`src/rtl/core/scbf_fifo.sv`:
```
// Small synchronous queue used for the item and result channels.
`timescale 1ns / 1ps

module scbf_fifo #(
    parameter int WIDTH = 8,
    parameter int DEPTH = 4
) (
    input  logic                         clk,
    input  logic                         rst_n,
    input  logic                         push,
    output logic                         full,
    input  logic [WIDTH-1:0]             wdata,
    input  logic                         pop,
    output logic                         empty,
    output logic [WIDTH-1:0]             rdata,
    output logic [$clog2(DEPTH+1)-1:0]   level
);

    localparam int PTR_W = (DEPTH > 1) ? $clog2(DEPTH) : 1;
    localparam int LVL_W = $clog2(DEPTH + 1);

    logic [WIDTH-1:0] slot_reg [DEPTH];
    logic [PTR_W-1:0] wr_ptr_reg;
    logic [PTR_W-1:0] wr_ptr_next;
    logic [PTR_W-1:0] rd_ptr_reg;
    logic [PTR_W-1:0] rd_ptr_next;
    logic [LVL_W-1:0] level_reg;
    logic [LVL_W-1:0] level_next;
    logic             do_push;
    logic             do_pop;

    assign full    = (level_reg == LVL_W'(DEPTH));
    assign empty   = (level_reg == '0);
    assign do_push = push && !full;
    assign do_pop  = pop && !empty;
    assign rdata   = slot_reg[rd_ptr_reg];
    assign level   = level_reg;

    always_comb
    begin
        wr_ptr_next = wr_ptr_reg;
        rd_ptr_next = rd_ptr_reg;
        level_next  = level_reg;
        if (do_push)
        begin
            wr_ptr_next = (wr_ptr_reg == PTR_W'(DEPTH - 1)) ? '0 : wr_ptr_reg + 1'b1;
        end
        if (do_pop)
        begin
            rd_ptr_next = (rd_ptr_reg == PTR_W'(DEPTH - 1)) ? '0 : rd_ptr_reg + 1'b1;
        end
        if (do_push && !do_pop)
        begin
            level_next = level_reg + 1'b1;
        end
        else if (do_pop && !do_push)
        begin
            level_next = level_reg - 1'b1;
        end
    end

    always_ff @(posedge clk or negedge rst_n)
    begin
        if (!rst_n)
        begin
            wr_ptr_reg <= '0;
            rd_ptr_reg <= '0;
            level_reg  <= '0;
        end
        else
        begin
            wr_ptr_reg <= wr_ptr_next;
            rd_ptr_reg <= rd_ptr_next;
            level_reg  <= level_next;
        end
    end

    always_ff @(posedge clk)
    begin
        if (do_push)
        begin
            slot_reg[wr_ptr_reg] <= wdata;
        end
    end

endmodule

```
`config.mk`:
```
export PLATFORM = sky130hd
export DESIGN_NAME = scbf_fifo
export DESIGN_NICKNAME = d
export VERILOG_FILES = /design/src/rtl/core/scbf_fifo.sv
export SDC_FILE = /design/constraint.sdc
export NUM_CORES = 1
export LEC_CHECK = 0
export BUFFER_PORTS_ARGS = -buffer_cell sky130_fd_sc_hd__buf_4
export CORE_AREA = 4 4 73 68
export DETAILED_ROUTE_END_ITERATION = 8
export DIE_AREA = 0 0 77 72
export SLEW_MARGIN = 0
export SYNTH_ARGS = -nofsm -noshare
export SYNTH_HDL_FRONTEND = slang
export SYNTH_SLANG_ARGS = --single-unit
```
`constraint.sdc`:
```
create_clock -name clk -period 4.8 [get_ports clk]
set_input_delay 0.96 -clock clk [delete_from_list [all_inputs] [get_ports clk]]
set_output_delay 0.96 -clock clk [all_outputs]
set_load 0.05 [all_outputs]
```
# [Word level (Yosys, flattened, before mapping)]
# Memories as Yosys holds them, arrays and structs flattened.
# Cells that the tools add are included.
[word_totals] mem_count=1 ramBits=32 regBits=7
[memory_table] name="slot_reg" words=4 width=8 rd=1 rd_clocked_by_memory_dff=0 write_ports=1 line="22" source="logic [WIDTH-1:0] slot_reg [DEPTH];"
[op_classes] mux=6 reduce_logical=10 n_eq_ne=3 n_addsub=4
[ops] cell="3-bit 2-to-1 mux" count=2
[ops] cell="2-bit by 1-bit adder with 2-bit output (second input constant)" count=2
[ops] cell="2-bit == test (second input constant)" count=2
[ops] cell="1-bit logical AND" count=4
[ops] cell="1-bit zero test" count=4
[ops] cell="2-bit 2-to-1 mux" count=2
[ops] cell="3-bit by 1-bit adder with 3-bit output (second input constant)" count=1
[ops] cell="3-bit == test (second input constant)" count=1
[ops] cell="3-bit zero test" count=1
[ops] cell="3-bit by 1-bit subtractor with 3-bit output (second input constant)" count=1
[ops] cell="1-bit 2-to-1 mux" count=2
[ops] cell="2-bit nonzero test" count=1

# [Logic depth before layout (Yosys ltp)]
# Gate-level depths: netlist of the first run.
[logic_depth] word_depth=7 ltp_mapped=9 mapped_depth_nobuf=8

# [Least setup slack after synthesis of the first run]
# OpenSTA, ideal clock, no wires.
[synth_timing] path_kind="reg-to-reg" start="register level_reg[0], in the netlist level[0]" end="register level_reg[2], in the netlist level[2]" stages_incl_launch_ff=9 period_less_slack_ns=3.246 t_arrival_ns=3.164 setup_time_ns=0.082 required_ns=4.718 path_buffers=0 setup_slack_ns=1.554 cell_sequence="dfrtp_1 nor3_1 nand2b_4 ha_1 inv_1 fa_1 xor2_1 nor2_1 xor2_1"
[synth_via] elab_chain_len=6
[synth_rtl] element="start, declared" line="27" source="logic [LVL_W-1:0] level_reg;"
[synth_rtl] element="start signal, assigned" line="74" source="level_reg <= level_next;"
[synth_rtl] element="3-bit zero test *" line="33" source="assign empty = (level_reg == '0);"
[synth_rtl] element="net empty" line="14" source="output logic empty,"
[synth_rtl] element="1-bit zero test *" line="35" source="assign do_pop = pop && !empty;"
[synth_rtl] element="1-bit logical AND *" line="35"
[synth_rtl] element="1-bit zero test" line="52" source="if (do_push && !do_pop)"
[synth_rtl] element="1-bit logical AND" line="52"
[synth_rtl] element="3-bit 2-to-1 mux / 2-bit nonzero test (equally long branches)"
# Mark *: on every way through the listed nets, which the timed path passes. The rest lies on a longest branch. The select of a mux whose other input is x is not followed.
# A chain may end at the register's enable or synchronous reset.

# [Final worst setup path of the first run]
[layout_timing] start="register rd_ptr_reg[0]" end="output rdata[5]"
[layout_via] elab_chain_len=1
[layout_rtl] element="start, declared" line="25" source="logic [PTR_W-1:0] rd_ptr_reg;"
[layout_rtl] element="start signal, assigned" line="73" source="rd_ptr_reg <= rd_ptr_next;"
[layout_rtl] element="memory read 4 x 8 bit"
[layout_rtl] element="end, declared" line="15" source="output logic [WIDTH-1:0] rdata,"
# No other way between the ends.

==> summary.txt, run 1 <==
Min path
  – Min-Delay Path Class: in -> async

Pwr
  – Peak supply drop: 0.259 mV
  – Net switching fraction of the power: 39.3%
  – Switching power: 557 uW
  – P_leak: 0.000743 uW
  – Pwr/cell area: 724 mW/mm^2
  – Clock power frac: 18.7%
  – Int Pwr: 859 uW
  – Register share of total power: 38.3%
  – Comb power frac: 43.0%

Global routing
  – First-pass GRT wire length: 4240 microns
  – Grt total ovfl: 0
  – Vias in the first global route: 860
  – Largest net degree at the start of global routing: 14
  – GRT Total Usage: 10.4%
  – Initial antenna violation count: 0

Final layout
  – Synthesis-to-finish area growth: 20.7%
  – # diodes: 0
  – Most common cell after layout, fill and taps aside: edfxtp_1
  – Core Util, Final: 45.6%
  – Reg area: 0.00114 sq mm
  – Fin nets: 126
  – Post-route cell area: 0.00196 sq mm
  – Multi-input logic area: 453 sq um
  – Number of flip-flops under the largest register name: 32
  – Commonest non-fill, non-tap cells in the layout: edfxtp_1, buf_4, mux4_2, dfrtp_1, ha_1
  – Fillers: 368
  – Fraction of layout cells with a size suffix above 1: 48.1%

Floorplan
  – Total core area: 0.00429 sq mm
  – Die ar.: 0.00554 sq mm
  – Initial Util: 37.8%
  – Core Rows: 23
  – Die height: 72 microns
  – Die Width: 77 microns
  – I/O Pins: 25

Logic synthesis
  – Synth warn: 0
  – Sequential fraction of the synthesis area: 70.1%
  – Cell Area, Synth: 0.00162 sq mm
  – Net count after synthesis: 98
  – Cells after Synth: 79
  – Average cell area after synthesis: 20.5 sq um
  – Synth unique cells: 19
  – #FFs+latches synth: 39

Clocking
  – H-tree depth: 2
  – CTS sink cnt: 39
  – Clock slew at reported path FFs: 0.07 ns
  – CTS tree: done
  – Skew-Pair Late Insertion Delay: 0.28 ns
  – Max Buffers Root-to-Sink: 2
  – CTS resizes: 0
  – CTS buffer count: 5
  – Post-cts hold buffer count: 0
  – Post-CTS Setup Bufs: 0
  – Clock root buffer: clkbuf_8

Detailed routing
  – Wirelength per Cell: 16.2 microns
  – DRC: 0
  – Vias per cell: 4.75
  – Initial drt markers: 19
  – WL final: 2560 microns
  – Detailed Routing Iterations Pass 1: 4
  – Via Count: 750
  – Antenna viol nets, final: 0

Placement
  – DP Worst Slack: 2.29 ns
  – HPWL after detailed placement: 1770 microns
  – Port Buffers: 24
  – Placed Area: 0.00184 sq mm
  – Final Wtd Congestion: 0.702

Timing
  – Worst Tran Pin Value: 0.600 ns
  – Clock Skews: 0.00529 ns
  – Fin Setup TNS: 0 ns
  – Tmin final: 2.75 ns
  – Max-slew violations: 0
  – Final hold violation count: 0
  – Max Freq: 0.363 GHz
  – Setup WS post-layout: 2.05 ns
  – Final period util: 57.3%
  – Relative slew slack: 60.0%
  – Unrepaired setup endpoints after global routing: false
  – Final setup viols: 0

Setup path
  – Critical path class: reg -> out
  – CP endpoint kind: primary output
  – CP Max Fanout: 11
  – CP Launch Type: flip-flop
  – Crit-path cells: mux4_2, buf_4
  – Biggest cell delay along the critical path: 0.73 ns
  – WP data arrival: 1.79 ns
  – CP max-delay cell: dfrtp_1
  – Critical path required time: 3.84 ns

Flow run
  – Maxcap violations: 0

Status
  – Status: completed
## cell type report
| type | instances | area share [%] |
|---|---|---|
| flip-flops and latches | 39 | 58.1 |
| well taps | 50 | 3.20 |
| multi-input cells | 34 | 23.2 |
| repair buffers | 24 | 9.21 |
| inverters | 3 | 0.576 |
| clock buffers | 5 | 3.52 |
| clock inverters | 3 | 2.24 |
## worst paths after layout
kind	start	slack [ns]	end	cells past startpoint
worst min register to register	level[2]$_DFFE_PN0P_	0.52	level[2]$_DFFE_PN0P_	1
worst min-delay path	rst_n	0.48	level[2]$_DFFE_PN0P_	1
worst max-delay path	rd_ptr_reg[0]$_DFFE_PN0P_	2.05	rdata[5]	2
max in group asynchronous	rst_n	4.20	rd_ptr_reg[1]$_DFFE_PN0P_	1
min in group clk	level[2]$_DFFE_PN0P_	0.52	level[2]$_DFFE_PN0P_	1
worst max register to register	level[2]$_DFFE_PN0P_	2.73	level[2]$_DFFE_PN0P_	8
## per-layer routing
| layer | global-route usage, % | vias up | share of wire, % |
|---|---|---|---|
| li1 | - | 353 | - |
| met1 | 11.6 | 380 | 41 |
| met2 | 17.8 | 12 | 54 |
| met3 | 3.10 | 5 | 3.8 |
| met4 | 5.93 | 0 | 1.6 |
| met5 | 0 | - | 0 |
## Yosys cell counts (all sizes together)
cell type / n / share of area, %
and2: 4 / 1.9
buf: 3 / 1.2
dfrtp: 7 / 11
edfxtp: 32 / 59
fa: 1 / 1.2
ha: 6 / 4.6
inv: 3 / 0.69
mux2: 5 / 3.9
mux4: 8 / 11
nand2b: 1 / 0.85
nor2: 3 / 0.69
nor2b: 1 / 0.54
nor3: 1 / 0.31
nor3b: 1 / 1.2
xnor2: 1 / 0.54
xor2: 2 / 1.1
## power by group through the flow
| stage | Sequential [uW] | Clock (uW) | Combinational [uW] |
|---|---|---|---|
| floorplan | 550 | 0 | 455 |
| global placement | 550 | 0 | 608 |
| detailed placement | 553 | 0 | 617 |
| CTS | 545 | 277 | 620 |
| global route | 557 | 291 | 652 |
| finish | 542 | 264 | 609 |
## per-stage QoR
stage | hold WS [ns] | power (uW) | instances
after floorplan | 0.535 | 1010 | 79
after CTS | 0.464 | 1440 | 158
after global routing | 0.460 | 1500 | 158
final | 0.476 | 1420 | 158
after global placement | 0.511 | 1160 | 150
after detailed placement | 0.507 | 1170 | 150
## kinds of logic after synthesis
logic type / count (synthesis) / synth area share [%]
mux: 13 / 15.1
buf+inv: 6 / 1.93
simple gates: 11 / 5.41
xor+xnor: 3 / 1.62
flops: 39 / 70.1
fa+ha+maj: 7 / 5.87
## critical path, delay by kind of cell, from the launching register on
kind	cells	cell delay [ns]
flops	1	0.73
buf+inv	1	0.20
mux	1	0.58
No activity file was read; power rests on OpenSTA's default activity.
==> run 2, diff against run 1 <==
==> constraint.sdc (replaced) <==
create_clock -name clk -period 2.7 [get_ports clk]
set_input_delay 0.54 -clock clk [delete_from_list [all_inputs] [get_ports clk]]
set_output_delay 0.54 -clock clk [all_outputs]
set_load 0.05 [all_outputs]
==> run 2 against run 1 <==
  * Non-clock buffer count unchanged
  * Clock power increased by 44%
  * Largest cell class unchanged
  * Register-to-register slack lost 2.1 ns
  * Via count is 1.2% higher
  * Combinational power up 79%
  * Worst setup slack lost 1.7 ns
  * Utilization decreased by 0.38 points
==> summary.txt, run 2 (synthesized netlist as in run 1, its figures left out) <==
Final layout
  – Fraction of layout cells with a size suffix above 1: 48.1% (unchanged)
  – # diodes: 0 (unchanged)
  – Core Util, Final: 45.2% (-0.38 points)
  – Synthesis-to-finish area growth: 19.7%
  – Most common cell after layout, fill and taps aside: edfxtp_1
  – Fin nets: 126 (unchanged)
  – Number of flip-flops under the largest register name: 32 (unchanged)
  – Commonest non-fill, non-tap cells in the layout: edfxtp_1, buf_4, mux4_2, dfrtp_1, ha_1

Floorplan
  – Die height: 72 microns (unchanged)
  – I/O Pins: 25 (unchanged)
  – Die ar.: 0.00554 sq mm (unchanged)
  – Total core area: 0.00429 sq mm (unchanged)
  – Die Width: 77 microns (unchanged)
  – Core Rows: 23 (unchanged)
  – Initial Util: 37.8% (unchanged)

Setup path
  – Critical path required time: 2.16 ns (-1.68 ns)
  – WP data arrival: 1.81 ns (+0.02 ns)
  – CP Max Fanout: 11 (unchanged)
  – CP Launch Type: flip-flop
  – CP max-delay cell: dfrtp_1
  – Critical path class: reg -> out
  – Critical path's top delay family: flip-flops
  – Biggest cell delay along the critical path: 0.73 ns (about the same)
  – CP endpoint kind: primary output
  – Buf+Inv Stages, Crit Path: 1 (unchanged)
  – Crit-path cells: mux4_2, buf_4

Clocking
  – Clock slew at reported path FFs: 0.07 ns (about the same)
  – Max Buffers Root-to-Sink: 2 (unchanged)
  – Skew-Pair Late Insertion Delay: 0.29 ns (about the same)
  – Clock root buffer: clkbuf_8
  – CTS resizes: 0 (unchanged)
  – H-tree depth: 2 (unchanged)
  – CTS tree: done
  – CTS buffer count: 5 (unchanged)
  – Post-cts hold buffer count: 0 (unchanged)
  – CTS sink cnt: 39 (unchanged)
  – Post-CTS Setup Bufs: 0 (unchanged)

Pwr
  – P_leak: 0.000729 uW (-1.8%)
  – Peak supply drop: 0.436 mV (+68%)
  – Total power: 2440 uW (+73%)
  – Pwr/cell area: 1260 mW/mm^2 (+74%)

Timing
  – Unrepaired setup endpoints after global routing: false
  – Final setup viols: 0 (unchanged)
  – Fin Setup TNS: 0 ns (unchanged)
  – Max Freq: 0.426 GHz
  – Worst Tran Pin Value: 0.599 ns (-0.00119 ns)
  – Clock Skews: 0.00293 ns (-0.00236 ns)
  – Final hold violation count: 0 (unchanged)
  – Max-slew violations: 0 (unchanged)
  – Final period util: 87.0%
  – Tmin final: 2.35 ns
  – Relative slew slack: 60.1% (+0.079 points)

Global routing
  – Grt total ovfl: 0 (unchanged)
  – First-pass GRT wire length: 4260 microns (+0.50%)
  – GRT Total Usage: 10.7% (+0.31 points)
  – Largest net degree at the start of global routing: 13 (-1)
  – Initial antenna violation count: 0 (unchanged)
  – Vias in the first global route: 825 (-4.1%)

Detailed routing
  – Via Count: 759 (+1.2%)
  – Max Used Layer: met4
  – Met1 WL: 1060 microns (+1.2%)
  – Routed length on met3: 140 microns (+44%)
  – Initial drt markers: 52 (+33)
  – Met2 WL: 1430 microns (+4.0%)
  – Vias per cell: 4.80 (+1.2%)
  – Detailed Routing Iterations Pass 1: 2 (-2)
  – WL final: 2670 microns (+4.1%)
  – Antenna viol nets, final: 0 (unchanged)
  – Wirelength per Cell: 16.9 microns (+4.1%)
  – DRC: 0 (unchanged)

Flow run
  – Maxcap violations: 0 (unchanged)

Min path
  – Min-Delay Path Class: in -> async

Placement
  – Port Buffers: 24 (unchanged)
  – Final Wtd Congestion: 0.675 (-3.8%)
  – HPWL after detailed placement: 1830 microns (+3.3%)

Status
  – Status: completed
## run 2: cell count changes in the layout (fill, tap and decap cells not counted), sizes merged
cell	before	now
bufinv	1	0
clkbuf	5	6
clkinv	2	1
clkinvlp	0	1
## run 2: through the flow
stage	instances	cell area [sq um]	setup slack (ns)	hold WS (ns)
2_1_floorplan	79	1630	0.110	0.244
3_3_place_gp	150	1850	0.631	0.357
3_5_place_dp	150	1850	0.579	0.360
4_1_cts	158	1940	0.286	0.0447
5_1_grt	158	1940	0.192	0.0452
6_report	158	1940	0.350	0.0527
## run 2: power breakdown
part	total, uW	internal (uW)	switching (uW)
combinational	1090	443	646
clock	379	180	198
sequential	977	814	163
total	2440	1440	1010
## run 2: worst register-to-register path, stage by stage, from the launching register on
cell and delay, ns:
dfrtp_1 0.44, nor3b_4 0.18, nor2b_2 0.31, ha_1 0.25, inv_1 0.06, fa_1 0.37
xor2_1 0.15, nor2_1 0.11, xor2_1 0.14
## run 2: cell type report
type                       instances  area [sq um]
clock buffer                       6          72.6
inverter                           3          11.3
sequential                        39          1140
tap                               50          62.6
fill                             378          2350
timing repair buffer              24           180
multi-input combinational         34           464
clock inverter                     2          12.5
## run 2: final timing paths
path,from,to,slack [ns],cells after the start
worst min register to register,level[2]$_DFFE_PN0P_,level[2]$_DFFE_PN0P_,0.58,1
worst max-delay path,rd_ptr_reg[0]$_DFFE_PN0P_,rdata[3],0.35,2
min in group clk,wdata[7],slot_reg[3][7]$_DFFE_PP_,0.45,1
worst min-delay path,rst_n,level[1]$_DFFE_PN0P_,0.05,1
max in group asynchronous,rst_n,rd_ptr_reg[0]$_DFFE_PN0P_,2.52,1
worst max register to register,level[2]$_DFFE_PN0P_,level[2]$_DFFE_PN0P_,0.61,8
## run 2: routing by layer
layer / vias up / track usage [%]
met4: 0 / 4.74
met2: 17 / 18.1
met1: 382 / 11.7
met3: 5 / 4.71
li1: 355 / -
met5: - / 0
